===== config.mk =====
export PLATFORM = sky130hd
export DESIGN_NAME = multi_queue_task_list_engine
export DESIGN_NICKNAME = d
export VERILOG_FILES = /design/src/hw/rtl/mqtl_pkg.sv /design/src/hw/rtl/mqtl_link_store.sv /design/src/hw/rtl/multi_queue_task_list_engine.sv
export SDC_FILE = /design/constraint.sdc
export NUM_CORES = 1
export LEC_CHECK = 0
export BUFFER_PORTS_ARGS = -buffer_cell sky130_fd_sc_hd__buf_4
export CAP_MARGIN = 10
export CORE_ASPECT_RATIO = 1.25
export CORE_MARGIN = 10
export CORE_UTILIZATION = 40
export DETAILED_ROUTE_END_ITERATION = 16
export PLACE_DENSITY = 0.53
export SYNTH_ARGS = -nofsm -noshare
export SYNTH_HDL_FRONTEND = slang
export SYNTH_HIERARCHICAL = 1
export SYNTH_SLANG_ARGS = --single-unit

===== constraint.sdc =====
create_clock -name clk -period 2.94 [get_ports clk]
set_input_delay 0 -clock clk [delete_from_list [all_inputs] [get_ports clk]]
set_output_delay 0 -clock clk [all_outputs]
set_load 0.01 [all_outputs]

===== src/hw/rtl/mqtl_pkg.sv =====
// ----------------------------------------------------------------------------
// mqtl_pkg: shared types and microcode for the multi-queue task list engine
// command codes, control word layout, step addresses and the program rom
// ----------------------------------------------------------------------------
package mqtl_pkg;

  // default sizes
  localparam int NUM_QUEUES_DEF = 8;
  localparam int MAX_TASKS_DEF  = 16;

  // stream payload widths
  localparam int IN_TDATA_W  = 16;
  localparam int OUT_TDATA_W = 8;

  // command codes
  typedef enum logic [1:0] {
    CMD_PUSH_BACK  = 2'd0,
    CMD_PUSH_FRONT = 2'd1,
    CMD_REMOVE     = 2'd2,
    CMD_POP        = 2'd3
  } cmd_t;

  // datapath operation of one step
  typedef enum logic [2:0] {
    OP_FETCH    = 3'd0,
    OP_HEAD     = 3'd1,
    OP_UNLINK   = 3'd2,
    OP_LINK_NEW = 3'd3,
    OP_SEAL     = 3'd4,
    OP_NOP      = 3'd5
  } op_t;

  // how a step ends
  typedef enum logic [1:0] {
    FIN_NO       = 2'd0,
    FIN_YES      = 2'd1,
    FIN_IF_EMPTY = 2'd2
  } fin_t;

  typedef struct packed {
    op_t  op;
    logic front;
    fin_t fin;
  } uword_t;

  localparam int PC_W = 3;
  typedef logic [PC_W-1:0] pc_t;

  localparam pc_t PC_IDLE     = 3'd0;
  localparam pc_t PC_POP_HEAD = 3'd1;
  localparam pc_t PC_UNLINK   = 3'd2;
  localparam pc_t PC_PB_LINK  = 3'd3;
  localparam pc_t PC_PB_SEAL  = 3'd4;
  localparam pc_t PC_PF_LINK  = 3'd5;
  localparam pc_t PC_PF_SEAL  = 3'd6;
  localparam pc_t PC_NOP      = 3'd7;

  // program rom: one control word per step
  function automatic uword_t ucode_rom(input pc_t pc);
    uword_t w;
    w = '{op: OP_NOP, front: 1'b0, fin: FIN_YES};
    unique case (pc)
      PC_IDLE:     w = '{op: OP_FETCH,    front: 1'b0, fin: FIN_NO};
      PC_POP_HEAD: w = '{op: OP_HEAD,     front: 1'b0, fin: FIN_IF_EMPTY};
      PC_UNLINK:   w = '{op: OP_UNLINK,   front: 1'b0, fin: FIN_YES};
      PC_PB_LINK:  w = '{op: OP_LINK_NEW, front: 1'b0, fin: FIN_IF_EMPTY};
      PC_PB_SEAL:  w = '{op: OP_SEAL,     front: 1'b0, fin: FIN_YES};
      PC_PF_LINK:  w = '{op: OP_LINK_NEW, front: 1'b1, fin: FIN_IF_EMPTY};
      PC_PF_SEAL:  w = '{op: OP_SEAL,     front: 1'b1, fin: FIN_YES};
      PC_NOP:      w = '{op: OP_NOP,      front: 1'b0, fin: FIN_YES};
      default:     w = '{op: OP_NOP,      front: 1'b0, fin: FIN_YES};
    endcase
    return w;
  endfunction

  // entry step for an accepted command
  function automatic pc_t dispatch(input cmd_t cmd, input logic q_ok, input logic t_ok);
    pc_t pc;
    pc = PC_NOP;
    if (!q_ok) begin
      pc = PC_NOP;
    end else if (cmd == CMD_POP) begin
      pc = PC_POP_HEAD;
    end else if (!t_ok) begin
      pc = PC_NOP;
    end else begin
      unique case (cmd)
        CMD_PUSH_BACK:  pc = PC_PB_LINK;
        CMD_PUSH_FRONT: pc = PC_PF_LINK;
        CMD_REMOVE:     pc = PC_UNLINK;
        default:        pc = PC_NOP;
      endcase
    end
    return pc;
  endfunction

endpackage


===== src/hw/rtl/mqtl_link_store.sv =====
// ----------------------------------------------------------------------------
// mqtl_link_store: next and previous link memories of the task slots
// one registered read of both links per cycle, one write port per memory
// ----------------------------------------------------------------------------
module mqtl_link_store #(
  parameter  int MAX_TASKS = mqtl_pkg::MAX_TASKS_DEF,
  localparam int TA_W      = $clog2(MAX_TASKS),
  localparam int LINK_W    = $clog2(MAX_TASKS + 1)
) (
  input  logic              clk,
  input  logic              rd_en,
  input  logic [TA_W-1:0]   rd_addr,
  output logic [LINK_W-1:0] rd_next,
  output logic [LINK_W-1:0] rd_prev,
  input  logic              nxt_we,
  input  logic [TA_W-1:0]   nxt_waddr,
  input  logic [LINK_W-1:0] nxt_wdata,
  input  logic              prv_we,
  input  logic [TA_W-1:0]   prv_waddr,
  input  logic [LINK_W-1:0] prv_wdata
);

  logic [LINK_W-1:0] next_mem [MAX_TASKS];
  logic [LINK_W-1:0] prev_mem [MAX_TASKS];
  logic [LINK_W-1:0] rd_next_r;
  logic [LINK_W-1:0] rd_prev_r;

  always_ff @(posedge clk) begin
    if (nxt_we) begin
      next_mem[nxt_waddr] <= nxt_wdata;
    end
    if (rd_en) begin
      rd_next_r <= next_mem[rd_addr];
    end
  end

  always_ff @(posedge clk) begin
    if (prv_we) begin
      prev_mem[prv_waddr] <= prv_wdata;
    end
    if (rd_en) begin
      rd_prev_r <= prev_mem[rd_addr];
    end
  end

  assign rd_next = rd_next_r;
  assign rd_prev = rd_prev_r;

endmodule


===== src/hw/rtl/multi_queue_task_list_engine.sv =====
// ----------------------------------------------------------------------------
// multi_queue_task_list_engine: doubly linked task queues over shared slots
// microcoded sequencer driving queue head/tail and link memories
// ----------------------------------------------------------------------------
// usage
//   in_* channel takes one command item: push back, push front, remove a
//   given task, or pop the head of the selected queue
//   out_* channel returns exactly one result item per command: popped task,
//   popped flag and whether the selected queue is empty afterwards
// sequencing
//   the step counter walks a short program; push back/front on a non-empty
//   queue and pop of a non-empty queue go on from their entry step to a
//   seal or unlink step, every other command ends on its entry step; the
//   result register loads at the end of the final step and the engine is
//   ready again as it loads, so one command is in flight at a time; the
//   queue and link memories are read through registers before the writes
// reset
//   all queues empty, input held not ready while reset is asserted; link and
//   head/tail memories need no clearing pass, an empty queue's stored
//   entries are never used
// stall
//   a held result waits in the output register; the engine takes the next
//   command meanwhile and only stalls on that command's final step
// ----------------------------------------------------------------------------
module multi_queue_task_list_engine #(
  parameter int NUM_QUEUES = mqtl_pkg::NUM_QUEUES_DEF,
  parameter int MAX_TASKS  = mqtl_pkg::MAX_TASKS_DEF
) (
  input  logic                               clk,
  input  logic                               rst_n,
  input  logic                               in_tvalid,
  output logic                               in_tready,
  // [1:0] command, [4:2] queue_select, [8:5] task_id, rest zero
  input  logic [mqtl_pkg::IN_TDATA_W-1:0]    in_tdata,
  output logic                               out_tvalid,
  input  logic                               out_tready,
  // [3:0] popped_task, [4] popped_valid, [5] queue_now_empty, rest zero
  output logic [mqtl_pkg::OUT_TDATA_W-1:0]   out_tdata
);

  import mqtl_pkg::*;

  localparam int TA_W   = $clog2(MAX_TASKS);
  localparam int LINK_W = $clog2(MAX_TASKS + 1);
  localparam int QA_W   = (NUM_QUEUES > 1) ? $clog2(NUM_QUEUES) : 1;
  localparam logic [LINK_W-1:0] NO_LINK = LINK_W'(MAX_TASKS);

  // input item decode
  cmd_t        in_cmd;
  logic [2:0]  in_qsel;
  logic [3:0]  in_tid;
  logic [31:0] in_q_ext;
  logic [31:0] in_t_ext;
  logic [QA_W-1:0] in_qa;
  logic [TA_W-1:0] in_ta;
  logic        in_q_ok;
  logic        in_t_ok;
  logic        accept;

  assign in_cmd   = cmd_t'(in_tdata[1:0]);
  assign in_qsel  = in_tdata[4:2];
  assign in_tid   = in_tdata[8:5];
  assign in_q_ext = 32'(in_qsel);
  assign in_t_ext = 32'(in_tid);
  assign in_qa    = in_q_ext[QA_W-1:0];
  assign in_ta    = in_t_ext[TA_W-1:0];
  assign in_q_ok  = in_q_ext < 32'(NUM_QUEUES);
  assign in_t_ok  = in_t_ext < 32'(MAX_TASKS);

  // sequencer and command registers
  pc_t             pc_r;
  pc_t             pc_nxt;
  cmd_t            cmd_r;
  logic [QA_W-1:0] qa_r;
  logic [TA_W-1:0] t_r;
  logic            q_ok_r;
  logic [TA_W-1:0] popped_r;
  logic            pvalid_r;
  logic [NUM_QUEUES-1:0] nonempty_r;
  logic [NUM_QUEUES-1:0] ne_nxt;
  logic            out_valid_r;
  logic [OUT_TDATA_W-1:0] out_data_r;

  uword_t uw;
  logic   cur_ne;
  logic   finish;
  logic   advance;
  logic   empty_after;

  // no item is taken while reset is held
  assign in_tready = rst_n && (pc_r == PC_IDLE);
  assign accept    = in_tvalid && in_tready;

  // queue head/tail memory, {head, tail} per queue
  logic [2*TA_W-1:0] qmem [NUM_QUEUES];
  logic [2*TA_W-1:0] q_rd_r;
  logic [TA_W-1:0]   head_rd;
  logic [TA_W-1:0]   tail_rd;
  logic              qm_we_raw;
  logic              qm_we;
  logic [TA_W-1:0]   qm_head;
  logic [TA_W-1:0]   qm_tail;

  assign head_rd = q_rd_r[2*TA_W-1:TA_W];
  assign tail_rd = q_rd_r[TA_W-1:0];

  always_ff @(posedge clk) begin
    if (qm_we) begin
      qmem[qa_r] <= {qm_head, qm_tail};
    end
    if (accept) begin
      q_rd_r <= qmem[in_qa];
    end
  end

  // link store
  logic              lk_rd_en;
  logic [TA_W-1:0]   lk_rd_addr;
  logic [LINK_W-1:0] nx_rd;
  logic [LINK_W-1:0] pv_rd;
  logic              nxt_we_raw;
  logic              prv_we_raw;
  logic              nxt_we;
  logic              prv_we;
  logic [TA_W-1:0]   nxt_waddr;
  logic [TA_W-1:0]   prv_waddr;
  logic [LINK_W-1:0] nxt_wdata;
  logic [LINK_W-1:0] prv_wdata;

  assign lk_rd_en   = accept || (uw.op == OP_HEAD);
  assign lk_rd_addr = accept ? in_ta : head_rd;

  mqtl_link_store #(
    .MAX_TASKS (MAX_TASKS)
  ) u_links (
    .clk       (clk),
    .rd_en     (lk_rd_en),
    .rd_addr   (lk_rd_addr),
    .rd_next   (nx_rd),
    .rd_prev   (pv_rd),
    .nxt_we    (nxt_we),
    .nxt_waddr (nxt_waddr),
    .nxt_wdata (nxt_wdata),
    .prv_we    (prv_we),
    .prv_waddr (prv_waddr),
    .prv_wdata (prv_wdata)
  );

  // step decode and datapath
  logic ne_set;
  logic ne_clr;
  logic at_head;
  logic at_tail;
  logic nx_slot;
  logic pv_slot;
  logic [LINK_W-1:0] t_link;

  assign t_link  = LINK_W'(t_r);
  assign at_head = (head_rd == t_r);
  assign at_tail = (tail_rd == t_r);
  assign nx_slot = nx_rd < NO_LINK;
  assign pv_slot = pv_rd < NO_LINK;

  always_comb begin
    uw      = ucode_rom(pc_r);
    cur_ne  = q_ok_r && nonempty_r[qa_r];
    finish  = (uw.fin == FIN_YES) || ((uw.fin == FIN_IF_EMPTY) && !cur_ne);
    advance = !finish || !out_valid_r || out_tready;

    qm_we_raw  = 1'b0;
    qm_head    = head_rd;
    qm_tail    = tail_rd;
    nxt_we_raw = 1'b0;
    nxt_waddr  = t_r;
    nxt_wdata  = NO_LINK;
    prv_we_raw = 1'b0;
    prv_waddr  = t_r;
    prv_wdata  = NO_LINK;
    ne_set     = 1'b0;
    ne_clr     = 1'b0;

    case (uw.op)
      OP_UNLINK: begin
        if (cur_ne) begin
          // head side
          if (at_head) begin
            if (nx_slot) begin
              qm_we_raw = 1'b1;
              qm_head   = nx_rd[TA_W-1:0];
            end else begin
              ne_clr = 1'b1;
            end
          end
          // tail side
          if (at_tail) begin
            if (pv_slot) begin
              qm_we_raw = 1'b1;
              qm_tail   = pv_rd[TA_W-1:0];
            end else begin
              ne_clr = 1'b1;
            end
          end
          // neighbours: cut at an end, bridge in the middle
          nxt_waddr  = pv_rd[TA_W-1:0];
          nxt_wdata  = at_tail ? NO_LINK : nx_rd;
          nxt_we_raw = pv_slot && (at_tail || !at_head);
          prv_waddr  = nx_rd[TA_W-1:0];
          prv_wdata  = at_head ? NO_LINK : pv_rd;
          prv_we_raw = nx_slot && (at_head || !at_tail);
        end
      end
      OP_LINK_NEW: begin
        qm_we_raw = 1'b1;
        if (!cur_ne) begin
          // first task of the queue
          qm_head    = t_r;
          qm_tail    = t_r;
          nxt_we_raw = 1'b1;
          prv_we_raw = 1'b1;
          ne_set     = 1'b1;
        end else if (uw.front) begin
          qm_head    = t_r;
          prv_we_raw = 1'b1;
          prv_waddr  = head_rd;
          prv_wdata  = t_link;
          nxt_we_raw = 1'b1;
          nxt_wdata  = LINK_W'(head_rd);
        end else begin
          qm_tail    = t_r;
          nxt_we_raw = 1'b1;
          nxt_waddr  = tail_rd;
          nxt_wdata  = t_link;
          prv_we_raw = 1'b1;
          prv_wdata  = LINK_W'(tail_rd);
        end
      end
      OP_SEAL: begin
        // terminate the new end task
        if (uw.front) begin
          prv_we_raw = 1'b1;
        end else begin
          nxt_we_raw = 1'b1;
        end
      end
      default: begin
      end
    endcase

    ne_nxt = nonempty_r;
    if (ne_clr) begin
      ne_nxt[qa_r] = 1'b0;
    end
    if (ne_set) begin
      ne_nxt[qa_r] = 1'b1;
    end
    empty_after = !q_ok_r || !ne_nxt[qa_r];

    if (pc_r == PC_IDLE) begin
      pc_nxt = accept ? dispatch(in_cmd, in_q_ok, in_t_ok) : PC_IDLE;
    end else if (finish) begin
      pc_nxt = PC_IDLE;
    end else begin
      pc_nxt = pc_r + 1'b1;
    end
  end

  assign qm_we  = qm_we_raw && advance;
  assign nxt_we = nxt_we_raw && advance;
  assign prv_we = prv_we_raw && advance;

  // control state
  always_ff @(posedge clk) begin
    if (!rst_n) begin
      pc_r        <= PC_IDLE;
      nonempty_r  <= '0;
      out_valid_r <= 1'b0;
    end else begin
      if (out_valid_r && out_tready) begin
        out_valid_r <= 1'b0;
      end
      if (advance) begin
        pc_r       <= pc_nxt;
        nonempty_r <= ne_nxt;
        if (finish) begin
          out_valid_r <= 1'b1;
        end
      end
    end
  end

  // command and result payload
  logic [31:0] popped_ext;
  assign popped_ext = 32'(popped_r);

  always_ff @(posedge clk) begin
    if (accept) begin
      cmd_r    <= in_cmd;
      qa_r     <= in_qa;
      t_r      <= in_ta;
      q_ok_r   <= in_q_ok;
      popped_r <= '0;
      pvalid_r <= 1'b0;
    end else if ((uw.op == OP_HEAD) && cur_ne) begin
      // pop continues as an unlink of the head task
      t_r      <= head_rd;
      popped_r <= head_rd;
      pvalid_r <= 1'b1;
    end
    if (finish && advance) begin
      out_data_r <= {2'b00, empty_after, pvalid_r, popped_ext[3:0]};
    end
  end

  assign out_tvalid = out_valid_r;
  assign out_tdata  = out_data_r;

  // checks
  a_idle_holds: assert property (@(posedge clk) disable iff (!rst_n)
    (pc_r == PC_IDLE) && !accept |=> (pc_r == PC_IDLE))
    else $error("sequencer left idle without a command");

  a_pop_only: assert property (@(posedge clk) disable iff (!rst_n)
    (pc_r != PC_IDLE) && finish && pvalid_r |-> (cmd_r == CMD_POP))
    else $error("popped flag on a non-pop command");

  a_no_idle_writes: assert property (@(posedge clk) disable iff (!rst_n)
    (pc_r == PC_IDLE) |-> !nxt_we && !prv_we && !qm_we)
    else $error("memory write while idle");

  a_push_marks: assert property (@(posedge clk) disable iff (!rst_n)
    finish && advance && ((uw.op == OP_LINK_NEW) || (uw.op == OP_SEAL))
    |=> nonempty_r[qa_r])
    else $error("queue not marked non-empty after push");

  a_no_overwrite: assert property (@(posedge clk) disable iff (!rst_n)
    (pc_r != PC_IDLE) && finish && out_valid_r && !out_tready |=> (pc_r == $past(pc_r)))
    else $error("final step left while result register full");

endmodule

# Word level (Yosys, flattened, before mapping)
# Memories as Yosys holds them, arrays and structs flattened. A register that Yosys moved wholly into a read port is not among the register bits.
# Index checks and enable logic that the tools add are counted.
# W data, S select, Z words.
[word_totals]
reg_bits = 31
mem_bits_rw = 224
mem_bits_ro = 48
elab_cells = 143
memories = 4
[mem_list]
columns = ["memory", "words", "word_bits", "rd", "rd_clocked_by_memory_dff", "write_ports", "line_no", "rtl"]
rows = [
  ["u_links.next_mem", 16, 5, 1, 1, 1, "mqtl_link_store.sv:23", "logic [LINK_W-1:0] next_mem [MAX_TASKS];"],
  ["u_links.prev_mem", 16, 5, 1, 1, 1, "mqtl_link_store.sv:24", "logic [LINK_W-1:0] prev_mem [MAX_TASKS];"],
  ["qmem", 8, 8, 1, 1, 1, "multi_queue_task_list_engine.sv:95", "logic [2*TA_W-1:0] qmem [NUM_QUEUES];"],
  ["(no name shown)", 8, 6, 1, 1, 0, "mqtl_pkg.sv:62", "unique case (pc)"],
]
[classes]
add_sub_neg = 1
order_cmp = 6
eq_ne = 11
mux = 79
bitwise_logic = 3
n_reduce_logical = 30
[op_table]
columns = ["cell", "n"]
rows = [
  ["$mux W4", 21],
  ["$pmux W4 S2", 4],
  ["$mux W5", 6],
  ["$mux W1", 29],
  ["$mux W3", 8],
  ["$pmux W5 S2", 2],
  ["$mux W8", 2],
  ["$logic_and A1 B1 Y1", 13],
  ["$lt A5 B5 Y1 const B", 2],
  ["$pmux W3 S3", 1],
  ["$and A8 B8 Y8", 1],
  ["$eq A4 B4 Y1", 2],
  ["$lt A3 B4 Y1 const B", 2],
  ["$not A8 Y8", 1],
  ["$or A8 B8 Y8", 1],
  ["$logic_not A1 Y1", 7],
  ["$logic_or A1 B1 Y1", 7],
  ["$bmux W1 S3", 2],
  ["$eq A2 B2 Y1 const B", 3],
  ["$eq A3 B2 Y1 const B", 2],
  ["$pmux W1 S3", 2],
  ["$lt A4 B5 Y1 const B", 1],
  ["$eq A2 B1 Y1 const B", 2],
  ["$add A3 B1 Y3 const B", 1],
  ["8 further kinds", 8],
]

# Depth between registers and ports, before layout
[logic_depth]
word_depth = 14
ltp_mapped = 12
mapped_depth_nobuf = 11

# Hierarchy
# Netlist, hierarchy kept.
[modules_own_cells]
columns = ["mod", "n_inst", "cells_each", "area_each_um2", "seq_area_each_um2"]
rows = [
  ["mqtl_link_store", 1, 302, 6563.8, 5104.9],
  ["multi_queue_task_list_engine", 1, 457, 5415.2, 3012.9],
]

# Worst setup path before layout
# No wires, ideal clock.
[synth_timing]
path_type = "reg2reg"
from = "reg pc_r[0]"
to = "reg u_links.rd_next_r[1], in the netlist u_links/rd_next[1] (read register of u_links.next_mem) (data pin)"
setup_ps = 259
arrival_time_ps = 2695
path_slack_ps = -14
path_stages_with_launch = 13
n_path_buf = 3
synth_period_minus_slack_ps = 2954
path_cell_list = "dfxtp_1 > inv_1 > ha_1 > nand4b_1 > inv_1 > clkbuf_1 > nand2_1 > nand2_1 > buf_6 > buf_8 > mux4_1 > a22oi_1 > nand2_1"
[synth_between]
elab_chain_len = 4
word_cells_on_any_way = 5
[synth_rtl]
columns = ["element", "line_no", "rtl"]
rows = [
  ["start, declared", "multi_queue_task_list_engine.sv:71", "pc_t pc_r;"],
  ["start signal, assigned", "multi_queue_task_list_engine.sv:282", "pc_r <= pc_nxt;"],
  ["$logic_not A3 Y1", "multi_queue_task_list_engine.sv:91", "assign in_tready = rst_n && (pc_r == PC_IDLE);"],
  ["$logic_and A1 B1 Y1", "multi_queue_task_list_engine.sv:91", ""],
  ["$logic_and A1 B1 Y1", "multi_queue_task_list_engine.sv:92", "assign accept = in_tvalid && in_tready;"],
  ["$mux W4", "multi_queue_task_list_engine.sv:131", "assign lk_rd_addr = accept ? in_ta : head_rd;"],
  ["via lk_rd_addr[0]", "multi_queue_task_list_engine.sv:118", "logic [TA_W-1:0] lk_rd_addr;"],
  ["end, declared", "mqtl_link_store.sv:25", "logic [LINK_W-1:0] rd_next_r;"],
]
# The timed path passes the listed nets, and every way through them passes these cells.
# A chain may end at the register's enable or synchronous reset.

# Final worst setup path
[layout_timing]
from = "reg qa_r[0]"
to = "mem u_links/next_mem[4][2] in the netlist's numbering (enable)"
[layout_between]
word_cells_on_any_way = 17
[layout_lines]
columns = ["element", "line_no", "rtl"]
rows = [
  ["start, declared", "multi_queue_task_list_engine.sv:74", "logic [QA_W-1:0] qa_r;"],
  ["start signal, assigned", "multi_queue_task_list_engine.sv:298", "qa_r <= in_qa;"],
  ["$bmux W1 S3 *", "multi_queue_task_list_engine.sv:166", "cur_ne = q_ok_r && nonempty_r[qa_r];"],
  ["$mux W1 (implied by the code) *", "multi_queue_task_list_engine.sv:166", ""],
  ["$logic_and A1 B1 Y1 *", "multi_queue_task_list_engine.sv:166", ""],
  ["$mux W4 (on tied branches)", "multi_queue_task_list_engine.sv:214, multi_queue_task_list_engine.sv:184", ""],
  ["$pmux W4 S2 *", "multi_queue_task_list_engine.sv:182", "case (uw.op)"],
  ["via nxt_waddr[2]", "multi_queue_task_list_engine.sv:125", "logic [TA_W-1:0] nxt_waddr;"],
  ["end, declared", "mqtl_link_store.sv:23", ""],
]
# The timed path passes the listed nets; every way through them passes the cells marked *. The select of a mux whose other input is x is not followed.

==> reports/qor.csv <==
stage,metric,value,unit
synth,post-synth top area share,63.9,%
pwr,power share of the combinational group,23.6,%
synth,register bit total from synthesis,278,
cts,CTS tree,done,
timing,Final Worst Setup Slack,0.0973,ns
synth,Cells after Synth,759,
global_routing,first-pass GRT wire length,42200,um
job,Max-Cap Viols,0,
synth,Post-synth EDFFs,255,
floorplanning,FP Rows,70,
setup_path,Worst R2R End,u_links/next_mem[4][2]$_DFFE_PP_,
hold_path,hold crit path type,in2reg,
synth,Synth top cells by count,"255 x edfxtp_1, 87 x nor2_1, 44 x mux4_2, 43 x nand2_1, 34 x a21oi_1",
synth,most frequent cell after synthesis,edfxtp_1,
timing,Worst Tran Pin Value,0.794,ns
global_routing,total congestion overflow,0,
setup_path,crit path DAT,3.10,ns
place,DPL Wire Length,18600,um
cts,clk_lat worst skew,0.57,ns
cells_and_area,final design area excluding fillers,0.0144,mm2
place,pre-CTS setup slack,-0.00499,ns
pwr,Reg power frac,45.3,%
timing,Clock Skew,0.0308,ns
cts,CTS max path bufs,3,
setup_path,Crit Path Category,reg2reg,
cells_and_area,layout cells sized above 1,28.7,%
pwr,P_leak,0.00503,uW
floorplanning,Die Span Y,213,um
drt,Wirelength per Cell,20.8,um
timing,f_max,0.352,GHz
timing,RSZ-0062 raised after global routing,yes,
drt,Antenna Violating Nets Remaining,0,
cts,Clock Sink Count,278,
drt,Detailed Route WL,27100,um
synth,prevailing post-synth register cell,edfxtp_1,
setup_path,Worst Setup SP,qa_r[0]$_DFFE_PN_,
cells_and_area,fin nets,908,
synth,largest area contributor in the netlist,edfxtp_1,
pwr,Peak VDD IR,0.490,mV
setup_path,CP Max Fanout,7,
pwr,"Power, Total",11100,uW
cts,clk root buf,clkbuf_16,
setup_path,CP Capture Type,register,
cells_and_area,n_diodes,0,
cells_and_area,fin util,48.8,%
cells_and_area,register area,0.00812,mm2
timing,final setup fails,0,
synth,top post-synthesis cells by area,"edfxtp_1 64%, mux4_2 8.3%, dfxtp_1 3.8%",
pwr,switching fraction of total power,28.9,%
cells_and_area,Fill cells,2597,
timing,hold_ws,0.0209,ns
floorplanning,Core ar.,0.0294,mm2
place,gpl congestion,0.886,
pwr,clock share of power,31.1,%
setup_path,FF-to-FF Start,qa_r[0]$_DFFE_PN_,
place,Post-DP Area,0.0132,mm2
timing,Slew HR,46.9,%
place,IO Port Bufs,20,
synth,register area share after synthesis,67.8,%
cts,number of CTS-inserted buffers,29,
cells_and_area,multi-input logic area,0.00373,mm2
synth,post-synthesis area per instance,15.8,um2
global_routing,global-route usage over all layers,14.4,%
floorplanning,Die Wd,175,um
drt,vias per cell,5.28,
synth,YS warnings,6,
drt,DRT iter0 DRCs,454,
floorplanning,Starting Density,40.7,%
global_routing,initial antenna violation count,0,
timing,crit path time final,2.84,ns
timing,Slew Limit Fails,0,
cts,H-tree levels,1,
pwr,PwrDens,769,mW/mm2
cells_and_area,P&R area growth vs syn,19.9,%
pwr,Psw,3190,uW
global_routing,vias in the first global route,7245,
pwr,Int Power,7860,uW
timing,final hold vios,0,
run_status,outcome,"complete, no violations",
hold_path,HP Start,in_tdata[5],
timing,period utilisation layout,96.7,%
synth,ys async rst share,0,%
drt,DR vias,6865,
drt,Remaining DRCs,0,
setup_path,Worst Setup EP,u_links/next_mem[4][2]$_DFFE_PP_,
global_routing,pin count of the biggest net entering global routing,42,
floorplanning,# IOs,30,
floorplanning,full die area,0.0373,mm2
synth,Netlist cell types,57,
drt,Initial DRT Pass Iterations,5,
cts,"Clk pin slew, worst setup/hold paths",0.07,ns
setup_path,reg2reg setup slack,0.1,ns
setup_path,startpoint types,register,
setup_path,R2R cell count,11,
synth,Syn Std Cell Area,0.0120,mm2
setup_path,Worst Path Required,3.20,ns
-- worst min path at each step --
stage / slack, ns / depth (start not counted) / to
floorplan: 0.1 / 0 / qa_r[0]$_DFFE_PN_
global placement: 0.33 / 1 / qa_r[2]$_DFFE_PN_
detailed placement: 0.33 / 1 / qa_r[2]$_DFFE_PN_
CTS: 0.001 / 6 / uw[3]$_DFF_P_
global route: 0.05 / 4 / t_r[0]$_DFFE_PP_
finish: 0.02 / 4 / t_r[0]$_DFFE_PP_
-- layout make-up --
cell class | instances | area share (%)
Clock buffer | 36 | 5.23
Inverter | 18 | 0.470
Multi-Input combinational cell | 426 | 26.0
Tap cell | 396 | 3.45
Sequential cell | 278 | 56.5
Timing Repair Buffer | 130 | 7.39
Clock inverter | 17 | 0.975
-- layer usage --
metal / track usage [%] / wire length (um)
met4: 4.80 / 867
met1: 17.2 / 11000
met2: 26.4 / 14200
met5: 0 / 0
met3: 1.92 / 1000
-- worst max-delay path, stage by stage, from the launching register on --
cell and delay, ns:
edfxtp_1 0.48, buf_6 0.17, mux2i_2 0.15, a22o_4 0.25, or2_4 0.29, nor2_2 0.15, buf_6 0.16, nor2_2 0.06
a21oi_2 0.23, nand3b_1 0.25, nor3_2 0.17, buf_4 0.17
-- cells by family (layout without fill, tap and decap cells) --
kind of cell	Yosys count	count (layout)	synth area share [%]
compound gates	109	109	6.12
xor+xnor	8	8	0.585
fa+ha+maj	5	5	0.522
buf+inv	56	201	2.19
flops	278	278	67.8
mux	95	95	14.3
other cells	1	2	0.0313
simple gates	207	207	8.51
-- cells in the final DEF (no fill, tap or decap), types with 5 or more instances in the layout --
master / instances
buf_6: 5
clkbuf_16: 29
nor3_2: 5
a211oi_1: 6
buf_4: 113
ha_1: 5
dfxtp_1: 23
nor2_1: 80
nor3_1: 12
inv_1: 17
nand2b_1: 14
nand3_1: 5
clkinv_2: 7
mux4_1: 12
a21oi_1: 26
mux4_2: 44
nor2_2: 7
dlygate4sd3_1: 7
o211ai_1: 7
mux2_2: 10
o21ai_0: 16
clkbuf_1: 7
nor2b_1: 7
nand3b_1: 7
clkinv_1: 5
nand2_1: 41
a21oi_2: 7
a22oi_1: 20
edfxtp_1: 255
mux2i_1: 27
-- power groups by stage --
| stage | Combinational, uW | Clock, uW | Sequential (uW) |
|---|---|---|---|
| 6_report | 2600 | 3440 | 5000 |
| 5_1_grt | 2850 | 3720 | 5030 |
| 4_1_cts | 2470 | 3550 | 5000 |
| 3_5_place_dp | 2440 | 0 | 5080 |
| 3_3_place_gp | 2420 | 0 | 5080 |
| 2_1_floorplan | 1620 | 0 | 4990 |
-- flip-flops by register name (all words and copies together) (netlist names) --
name and count:
qmem 64, t_r 4, pvalid_r 1, out_tvalid 1
u_links/rd_prev 5, out_tdata 6, q_rd_r 8, uw 6
qa_r 3, u_links/rd_next 5, nonempty_r 8, pc_r 3
u_links/prev_mem 80, u_links/next_mem 80, popped_r 4
-- per-stage QoR --
stage | TNS [ns] | std cells
3_3_place_gp | 0 | 1227
3_5_place_dp | -0.0247 | 1227
4_1_cts | 0 | 1288
5_1_grt | -0.725 | 1301
2_1_floorplan | 0 | 760
6_report | 0 | 1301
-- what timing repair did --
item                                   in CTS  in global routing
setup endpoints to repair                   5                194
cloned                                      0                  1
endpoints found under the hold margin      25                  0
buffers inserted                            1                 13
resized for setup                           3                 39
pin swaps                                   1                  6
hold buffers                                7                  0
No activity file was read; power rests on OpenSTA's default activity.
